==> src/rtl/mdmf_pkg.sv <==
// Shared types and constants of the masked disk maximum filter.
`default_nettype none
package mdmf_pkg;

	localparam int PIX_W = 16;
	localparam int W_W = 11;
	localparam int H_W = 13;
	localparam int RSQ_W = 6;
	localparam int SQ_W = 12;
	localparam int ADDR_W = 4;
	localparam int DATA_W = 32;

	localparam int MAX_WIDTH_DEF = 1024;
	localparam int MAX_RADIUS_DEF = 7;
	localparam int PIXEL_BITS_DEF = 16;

	localparam logic [W_W-1:0] WIDTH_RST = W_W'(1024);
	localparam logic [H_W-1:0] HEIGHT_RST = H_W'(1024);
	localparam logic [RSQ_W-1:0] RSQ_RST = RSQ_W'(1);

	typedef enum logic [1:0] {
		REG_IMAGE_WIDTH = 2'd0,
		REG_IMAGE_HEIGHT = 2'd1,
		REG_RADIUS_SQ = 2'd2
	} reg_idx_t;

	typedef enum logic [2:0] {
		S_IDLE,
		S_CHECK,
		S_READ,
		S_DRAIN,
		S_REDUCE,
		S_EMIT
	} state_t;

	typedef struct packed {
		logic shift;
		logic capture;
		logic clear;
		logic reduce;
		logic [SQ_W-1:0] dr_sq;
		logic [SQ_W-1:0] rsq;
	} cell_ctrl_t;

endpackage
`default_nettype wire

==> src/rtl/mdmf_cell.sv <==
// One window column cell: holds a row pixel and a running maximum.
`default_nettype none
module mdmf_cell #(
	parameter int PIXEL_BITS = 16,
	parameter int DC_SQ = 0
) (
	input  logic                   clk,
	input  mdmf_pkg::cell_ctrl_t   ctrl,
	input  logic [PIXEL_BITS-1:0]  in_pix,
	input  logic                   in_vld,
	input  logic [PIXEL_BITS-1:0]  nbr_best,
	output logic [PIXEL_BITS-1:0]  out_pix,
	output logic                   out_vld,
	output logic [PIXEL_BITS-1:0]  best
);
	import mdmf_pkg::*;

	logic [PIXEL_BITS-1:0] pix_q;
	logic vld_q;
	logic [PIXEL_BITS-1:0] best_q;
	logic [SQ_W:0] dist_sq;
	logic in_disk;

	assign dist_sq = {1'b0, ctrl.dr_sq} + (SQ_W+1)'(DC_SQ);
	assign in_disk = dist_sq <= {1'b0, ctrl.rsq};

	always_ff @(posedge clk) begin
		if (ctrl.shift) begin
			pix_q <= in_pix;
			vld_q <= in_vld;
		end
		if (ctrl.clear) begin
			best_q <= '0;
		end else if (ctrl.capture && vld_q && in_disk && pix_q > best_q) begin
			best_q <= pix_q;
		end else if (ctrl.reduce && nbr_best > best_q) begin
			best_q <= nbr_best;
		end
	end

	assign out_pix = pix_q;
	assign out_vld = vld_q;
	assign best = best_q;
endmodule
`default_nettype wire

==> config.mk <==
export PLATFORM = sky130hd
export DESIGN_NAME = mdmf_cell
export DESIGN_NICKNAME = d
export VERILOG_FILES = /design/src/rtl/mdmf_pkg.sv /design/src/rtl/mdmf_cell.sv
export SDC_FILE = /design/constraint.sdc
export NUM_CORES = 1
export LEC_CHECK = 0
export BUFFER_PORTS_ARGS = -buffer_cell sky130_fd_sc_hd__buf_2
export CAP_MARGIN = 10
export CORE_MARGIN = 1.5
export CORE_UTILIZATION = 25
export CTS_CLUSTER_DIAMETER = 50
export DETAILED_ROUTE_END_ITERATION = 10
export SLEW_MARGIN = 20
export SYNTH_ARGS = -nofsm -noshare
export SYNTH_HDL_FRONTEND = slang
export SYNTH_SLANG_ARGS = --single-unit
==> constraint.sdc <==
create_clock -name clk -period 3.74 [get_ports clk]
set_input_delay 0.748 -clock clk [delete_from_list [all_inputs] [get_ports clk]]
set_output_delay 0.748 -clock clk [all_outputs]
set_load 0.02 [all_outputs]
Yosys cells after proc, flatten, opt, wreduce, memory -nomap -nowiden
Cells that the tools add are included.
Word-level totals
  register bits: 33
  word-level logic and storage cells: 13
  input port bits: 62
Operators by class
  reduce and logical (&&, ||, !) cells: 5
  mux-type cells: 2
  magnitude comparators: 3
Operators with widths (number)
  $gt 16x16->1: 2
  $mux 16: 2
  $le 12x12->1: 1
  $logic_and 1x1->1: 4
  $reduce_bool 2->1: 1

Logic depth before layout (Yosys ltp)
Gate-level depths: netlist of the first run.
  depth in word-level cells: 4
  mapped depth: 10

Worst setup path before layout of the first run
Ideal clock, no wire load.
  path type: in2reg
  from: in nbr_best[14]
  to: reg best_q[10], in the netlist best[10]
  setup slack: 0.929 ns
  stages on the path: 8
  arrival time: 2.680 ns
  path buffers: 1
  cells stage by stage: ha_1 nand4_2 or4_1 a21o_1 a31oi_4 buf_12 mux2i_1 a21oi_2
On the way
  longest elaborated chain between the ends: 3
Ends and longest elaborated chain
  start, declared: RTL line mdmf_cell.sv:11  | input logic [PIXEL_BITS-1:0] nbr_best,
  $gt 16x16->1: RTL line mdmf_cell.sv:36  | end else if (ctrl.reduce && nbr_best > best_q) begin
  $logic_and 1x1->1: RTL line mdmf_cell.sv:36
  $reduce_bool 2->1 (no line)
  end signal, assigned: RTL line mdmf_cell.sv:35  | best_q <= pix_q;
  end signal, assigned: RTL line mdmf_cell.sv:37  | best_q <= nbr_best;
  end, declared: RTL line mdmf_cell.sv:20  | logic [PIXEL_BITS-1:0] best_q;
Every way passes these cells.
A chain may end at the register's enable or synchronous reset.

Final worst setup path of the first run
  from: reg pix_q[7], in the netlist out_pix[7]
  to: reg best_q[15], in the netlist best[15]
On the way
  longest elaborated chain between the ends: 3
Ends and longest elaborated chain
  start, declared: RTL line mdmf_cell.sv:18  | logic [PIXEL_BITS-1:0] pix_q;
  start signal, assigned: RTL line mdmf_cell.sv:29  | pix_q <= in_pix;
  $gt 16x16->1 *: RTL line mdmf_cell.sv:34  | end else if (ctrl.capture && vld_q && in_disk && pix_q > best_q) begin
  $logic_and 1x1->1 *: RTL line mdmf_cell.sv:34
  $mux 16 or $reduce_bool 2->1 (tied branches)
Every way passes the cells marked *; elsewhere a longest branch is shown, timed or not.

==> results of run 1 <==
synth_stat cells, drive strengths merged, types with 9 or more instances:
master	instances	area share
nand2	9	0.014
mux2i	16	0.067
o41ai	16	0.059
inv	30	0.047
edfxtp	17	0.21
ha	44	0.23
a21oi	34	0.089
dfxtp	16	0.13
nand4	9	0.026
worst min-delay path by stage:
stage	to	depth (start not counted)	startpoint
6_report	best[15]	2	best[15]
2_1_floorplan	best[14]	2	best[14]
4_1_cts	best[15]	2	best[15]
3_5_place_dp	best[15]	2	best[15]
3_3_place_gp	best[14]	2	best[14]
5_1_grt	best[14]	2	best[14]
cells in the final DEF, fill, tap and decap left out, types with 8 or more instances in the layout:
master and n:
buf_2 94, ha_1 44, inv_1 30, a21oi_1 23, edfxtp_1 17, mux2i_1 16
o41ai_1 16, dfxtp_1 16, a21oi_2 11, nand2_1 9, nand4_1 8
registers in the layout, summed over array words and instances (netlist names):
register,flops
out_pix,16
out_vld,1
best,16
metrics by stage:
| step | setup slack [ns] | area (µm²) | utilization | power [mW] | std cells |
|---|---|---|---|---|---|
| 3_5_place_dp | 0.521 | 2980 | 0.323 | 0.871 | 450 |
| 6_report | 0.537 | 3060 | 0.331 | 1.13 | 458 |
| 3_3_place_gp | 0.532 | 2980 | 0.323 | 0.862 | 450 |
| 4_1_cts | 0.533 | 3060 | 0.331 | 1.14 | 458 |
| 2_1_floorplan | 0.929 | 2380 | - | 0.733 | 231 |
| 5_1_grt | 0.281 | 3060 | 0.331 | 1.21 | 458 |
cells by family after synthesis:
group,Yosys count,synth area share
simple gates,36,0.0846
flops,33,0.349
buf+inv,37,0.0704
fa+ha+maj,44,0.231
mux,16,0.0673
compound gates,65,0.198
where the power goes:
| group | total (mW) | internal [mW] | switching, mW | leakage, nW |
|---|---|---|---|---|
| Clock | 0.264 | 0.132 | 0.132 | 0.0395 |
| Combinational | 0.410 | 0.165 | 0.245 | 1.04 |
| Sequential | 0.451 | 0.421 | 0.0304 | 0.298 |
| Total | 1.13 | 0.718 | 0.408 | 1.38 |
critical path, stage by stage, from the launching register on:
cell      delay, ns
edfxtp_1       0.43
ha_1           0.33
a21oi_1        0.13
o21ai_0        0.10
a221o_1        0.34
nor3_2         0.84
or3_1          0.75
a21oi_1        0.13
routing by layer:
metal  global-route usage  vias up  routed length [µm]
met4               0.0520        0                 110
met5                    0        -                   0
met3               0.0374        9                 343
li1                     -     1074                   -
met2                0.209       54                2990
met1                0.174      972                3140
cell type report:
class                   instances  area, µm²
fillers                       960       6180
multi-input cells             161       1380
flip-flops and latches         33        831
repair buffers                 97        493
well taps                     129        161
inverters                      30        113
clock buffers                   8       80.1
==> flow_metrics.py, run 1 <==
metrics = {
    "setup_path": {
        "r2r_slack_ns": 0.54,
        "crit_fanout": 17,
        "cp-startpoint": "out_pix[7]",
        "reg2reg_to": "best[15]",
        "worstSetupEndpoint": "best[15]",
        "critPathKind": "register to register",
        "cp.required_ns": 3.88,
        "endpoint_kind": "register",
        "cp-start-kind": "register",
        "r2r-start": "out_pix[7]",
        "ff2ff_path_depth": 7,
        "worstPathArrival_ns": 3.34,
    },
    "clock_network": {
        "holdBufCountCts": 0,
        "cts_resized": 0,
        "clockBufferDepth": 2,
        "htree_levels": 2,
        "numCtsBuffers": 5,
        "cts_sinks": 33,
        "clkTransAtPathRegs_ns": 0.07,
        "root_buffer": "clkbuf_8",
        "cts_tree": "yes",
        "clk-insertion-delay-late_ns": 0.29,
        "post_cts_buffers": 0,
    },
    "pwr": {
        "ir_worst_vdd_uv": 115,
        "p_leak_nw": 1.38,
        "power.density_nw_per_um2": 368,
    },
    "global_route": {
        "grt_pass1_vias": 2164,
        "grt.overflow.total": 0,
        "grt_max_degree": 18,
        "track_usage": 0.134,
        "grt_pass1_wl_mm": 10.4,
        "grt_antenna_before_repair": 0,
    },
    "detailed_routing": {
        "drt_pass1_iterations": 4,
        "drc": 0,
        "wl_per_cell_um": 14.4,
        "drt_wl_total_mm": 6.59,
        "drt_iter0_drc": 78,
        "ant_nets": 0,
        "vias": 2109,
        "routed_via_density": 4.60,
    },
    "sta": {
        "min_period_ns": 3.20,
        "tns_ns": 0,
        "skew_ns": 0.00455,
        "maxSlewHeadroom": 0.311,
        "rsz0062_at_grt": "no",
        "whs_ns": 0.573,
        "finalSetupViolations": 0,
        "slew_violations": 0,
        "fmax_ghz": 0.312,
        "fin_crit_sh": 0.857,
        "finalHoldViolations": 0,
        "worst_slew_pin_slew_ns": 1.03,
    },
    "floorplanning": {
        "die_h_um": 101,
        "pin_count": 95,
        "rows": 35,
        "die-area_um2": 10100,
        "initial_utilization": 0.258,
        "fp.dieW_um": 101,
        "core_um2": 9240,
    },
    "logic_synthesis": {
        "synth_area_um2": 2380,
        "synth_warnings": 0,
        "synth-seq-cells": 33,
        "synth_seq_area_share": 0.349,
        "synth_nets": 337,
        "synthFlopType": "edfxtp_1",
        "avgSynthCellArea_um2": 10.3,
        "synth_edf_count": 17,
        "synthCells": 231,
        "async_reset_ff_frac": 0,
        "synth.distinct_cells": 33,
    },
    "placed_design": {
        "gp_congestion": 0.753,
        "io_buffers": 94,
        "hpwl_mm": 5.40,
    },
    "layout": {
        "areaGrowthSynthToFinish_pct": 28.5,
        "diodes": 0,
        "nets": 434,
        "drive_gt1_frac": 0.353,
    },
    "run_status": {
        "status": "complete, no violations",
    },
    "job": {
        "drv_cap": 0,
    },
    "min_path": {
        "hold_path_class": "register to register",
    },
}
Note: power is estimated with default switching activity, not from simulation.
==> run 2, diff against run 1 <==
--- a/config.mk
+++ b/config.mk
@@ -7,11 +7,13 @@
 export LEC_CHECK = 0
 export BUFFER_PORTS_ARGS = -buffer_cell sky130_fd_sc_hd__buf_2
 export CAP_MARGIN = 10
+export CELL_PAD_IN_SITES_DETAIL_PLACEMENT = 1
+export CELL_PAD_IN_SITES_GLOBAL_PLACEMENT = 2
 export CORE_MARGIN = 1.5
 export CORE_UTILIZATION = 25
 export CTS_CLUSTER_DIAMETER = 50
 export DETAILED_ROUTE_END_ITERATION = 10
-export SLEW_MARGIN = 20
+export PLACE_DENSITY_LB_ADDON = 0.1
 export SYNTH_ARGS = -nofsm -noshare
 export SYNTH_HDL_FRONTEND = slang
 export SYNTH_SLANG_ARGS = --single-unit
==> flow_metrics.py, run 2 (same netlist as run 1, synthesis figures left out) <==
metrics = {
    "setup_path": {
        "critPathKind": "register to register",
        "path_buf_inv": 0,
        "crit_fanout": 17,
        "cpMostUsedCell": "a21oi_1",
        "reg2reg_to": "best[3]",
        "endpoint_kind": "register",
        "critPathMaxStageDelay_ns": 0.87,
        "worstPathArrival_ns": 3.39,
        "cp-start-kind": "register",
        "ff2ff_path_depth": 7,
        "r2r_slack_ns": 0.48,
        "r2r-start": "out_pix[5]",
        "cp.required_ns": 3.86,
        "path_cells": "ha_1, a21oi_1, o21ai_0, a221o_1, nor3_2, or3_1, a21oi_1",
        "crit_family": "simple AND/OR/NAND/NOR gates",
        "slowest_stage": "nor3_2",
    },
    "min_path": {
        "min_from": "best[14]",
        "min_to": "best[14]",
        "min_path_cells": 2,
        "hold_path_class": "register to register",
    },
    "layout": {
        "layout_commonest_cell": "buf_2",
        "stdcell_count": 459,
        "nets": 435,
        "drive_gt1_frac": 0.355,
        "diodes": 0,
        "post-route-util": 0.332,
        "layout_common_cells": "94 x buf_2, 44 x ha_1, 30 x inv_1",
        "nFillCells": 1096,
        "areaGrowthSynthToFinish_pct": 28.8,
    },
    "detailed_routing": {
        "drt_pass1_iterations": 4,
        "drt_iter0_drc": 50,
        "vias": 2121,
        "wl_per_cell_um": 15.1,
        "routed_via_density": 4.62,
        "ant_nets": 0,
        "drt_wl_total_mm": 6.93,
        "drc": 0,
    },
    "clock_network": {
        "holdBufCountCts": 0,
        "clkTransAtPathRegs_ns": 0.07,
        "post_cts_buffers": 0,
        "clk-insertion-delay-late_ns": 0.28,
        "htree_levels": 2,
        "numCtsBuffers": 5,
        "cts_tree": "yes",
        "clockBufferDepth": 2,
        "cts_resized": 0,
        "root_buffer": "clkbuf_8",
        "cts_sinks": 33,
    },
    "global_route": {
        "grt_antenna_before_repair": 0,
        "grt_pass1_wl_mm": 10.9,
        "grt_pass1_vias": 2216,
        "track_usage": 0.140,
        "grt.overflow.total": 0,
        "grt_max_degree": 18,
    },
    "sta": {
        "worst_slew_pin_slew_ns": 1.06,
        "tns_ns": 0,
        "maxSlewHeadroom": 0.291,
        "fmax_ghz": 0.307,
        "slew_violations": 0,
        "whs_ns": 0.568,
        "finalSetupViolations": 0,
        "min_period_ns": 3.26,
        "fin_crit_sh": 0.872,
        "rsz0062_at_grt": "no",
        "finalHoldViolations": 0,
        "skew_ns": 0.00737,
    },
    "floorplanning": {
        "initial_utilization": 0.258,
        "core_um2": 9240,
        "fp.dieW_um": 101,
        "rows": 35,
        "die_h_um": 101,
        "pin_count": 95,
        "die-area_um2": 10100,
    },
    "pwr": {
        "pwr-share-seq": 0.402,
        "p_switching_mw": 0.406,
        "cell_internal_pwr_mw": 0.717,
        "ir_worst_vdd_uv": 178,
        "p_leak_nw": 1.39,
        "power.density_nw_per_um2": 366,
        "p_comb_frac": 0.369,
        "clkPwrFrac": 0.229,
        "swShare": 0.362,
    },
    "placed_design": {
        "place_inst": 451,
        "io_buffers": 94,
        "hpwl_mm": 5.74,
        "gp_congestion": 0.781,
    },
    "run_status": {
        "status": "complete, no violations",
    },
    "job": {
        "drv_cap": 0,
    },
}
-- run 2: worst max path at each step --
stage	start	end	cells after the start
after global placement	nbr_best[14]	best[10]	9
after global routing	best[14]	best[15]	8
final	out_pix[5]	best[3]	7
after floorplan	nbr_best[14]	best[10]	8
after detailed placement	out_pix[14]	best[3]	7
after CTS	out_pix[5]	best[3]	7
-- run 2: worst min-delay path: cells and delay by family, from the launching register on --
kind | cells | cell delay [ns]
flops | 1 | 0.32
mux | 1 | 0.13
compound gates | 1 | 0.08
-- run 2: layer usage --
layer / vias up / global-route usage / part of all wire
li1: 1070 / - / -
met1: 990 / 0.183 / 0.49
met2: 55 / 0.236 / 0.46
met3: 6 / 0.0257 / 0.044
met4: 0 / 0.0423 / 0.010
met5: - / 0 / 0
-- run 2: final cells by class --
type / instances / area [µm²] / share of cell area
Multi-Input combinational cell: 161 / 1380 / 0.451
Sequential cell: 33 / 831 / 0.271
Timing Repair Buffer: 98 / 500 / 0.163
Tap cell: 129 / 161 / 0.0526
Inverter: 30 / 113 / 0.0367
Clock buffer: 7 / 76.3 / 0.0249
Clock inverter: 1 / 3.75 / 0.00122
-- run 2: through the flow --
step           total power [mW]  instance area [µm²]  setup WS [ns]
6_report                   1.12                 3070          0.479
5_1_grt                    1.21                 3070          0.206
4_1_cts                    1.15                 3070          0.468
3_5_place_dp              0.881                 2990          0.483
3_3_place_gp              0.879                 2990          0.517
2_1_floorplan             0.733                 2380          0.929
-- run 2: power groups by stage --
stage / Combinational [mW] / Clock (mW) / Sequential (mW)
final: 0.414 / 0.257 / 0.452
after global routing: 0.466 / 0.288 / 0.458
after CTS: 0.421 / 0.275 / 0.453
after detailed placement: 0.419 / 0 / 0.461
after global placement: 0.418 / 0 / 0.461
after floorplan: 0.233 / 0 / 0.500
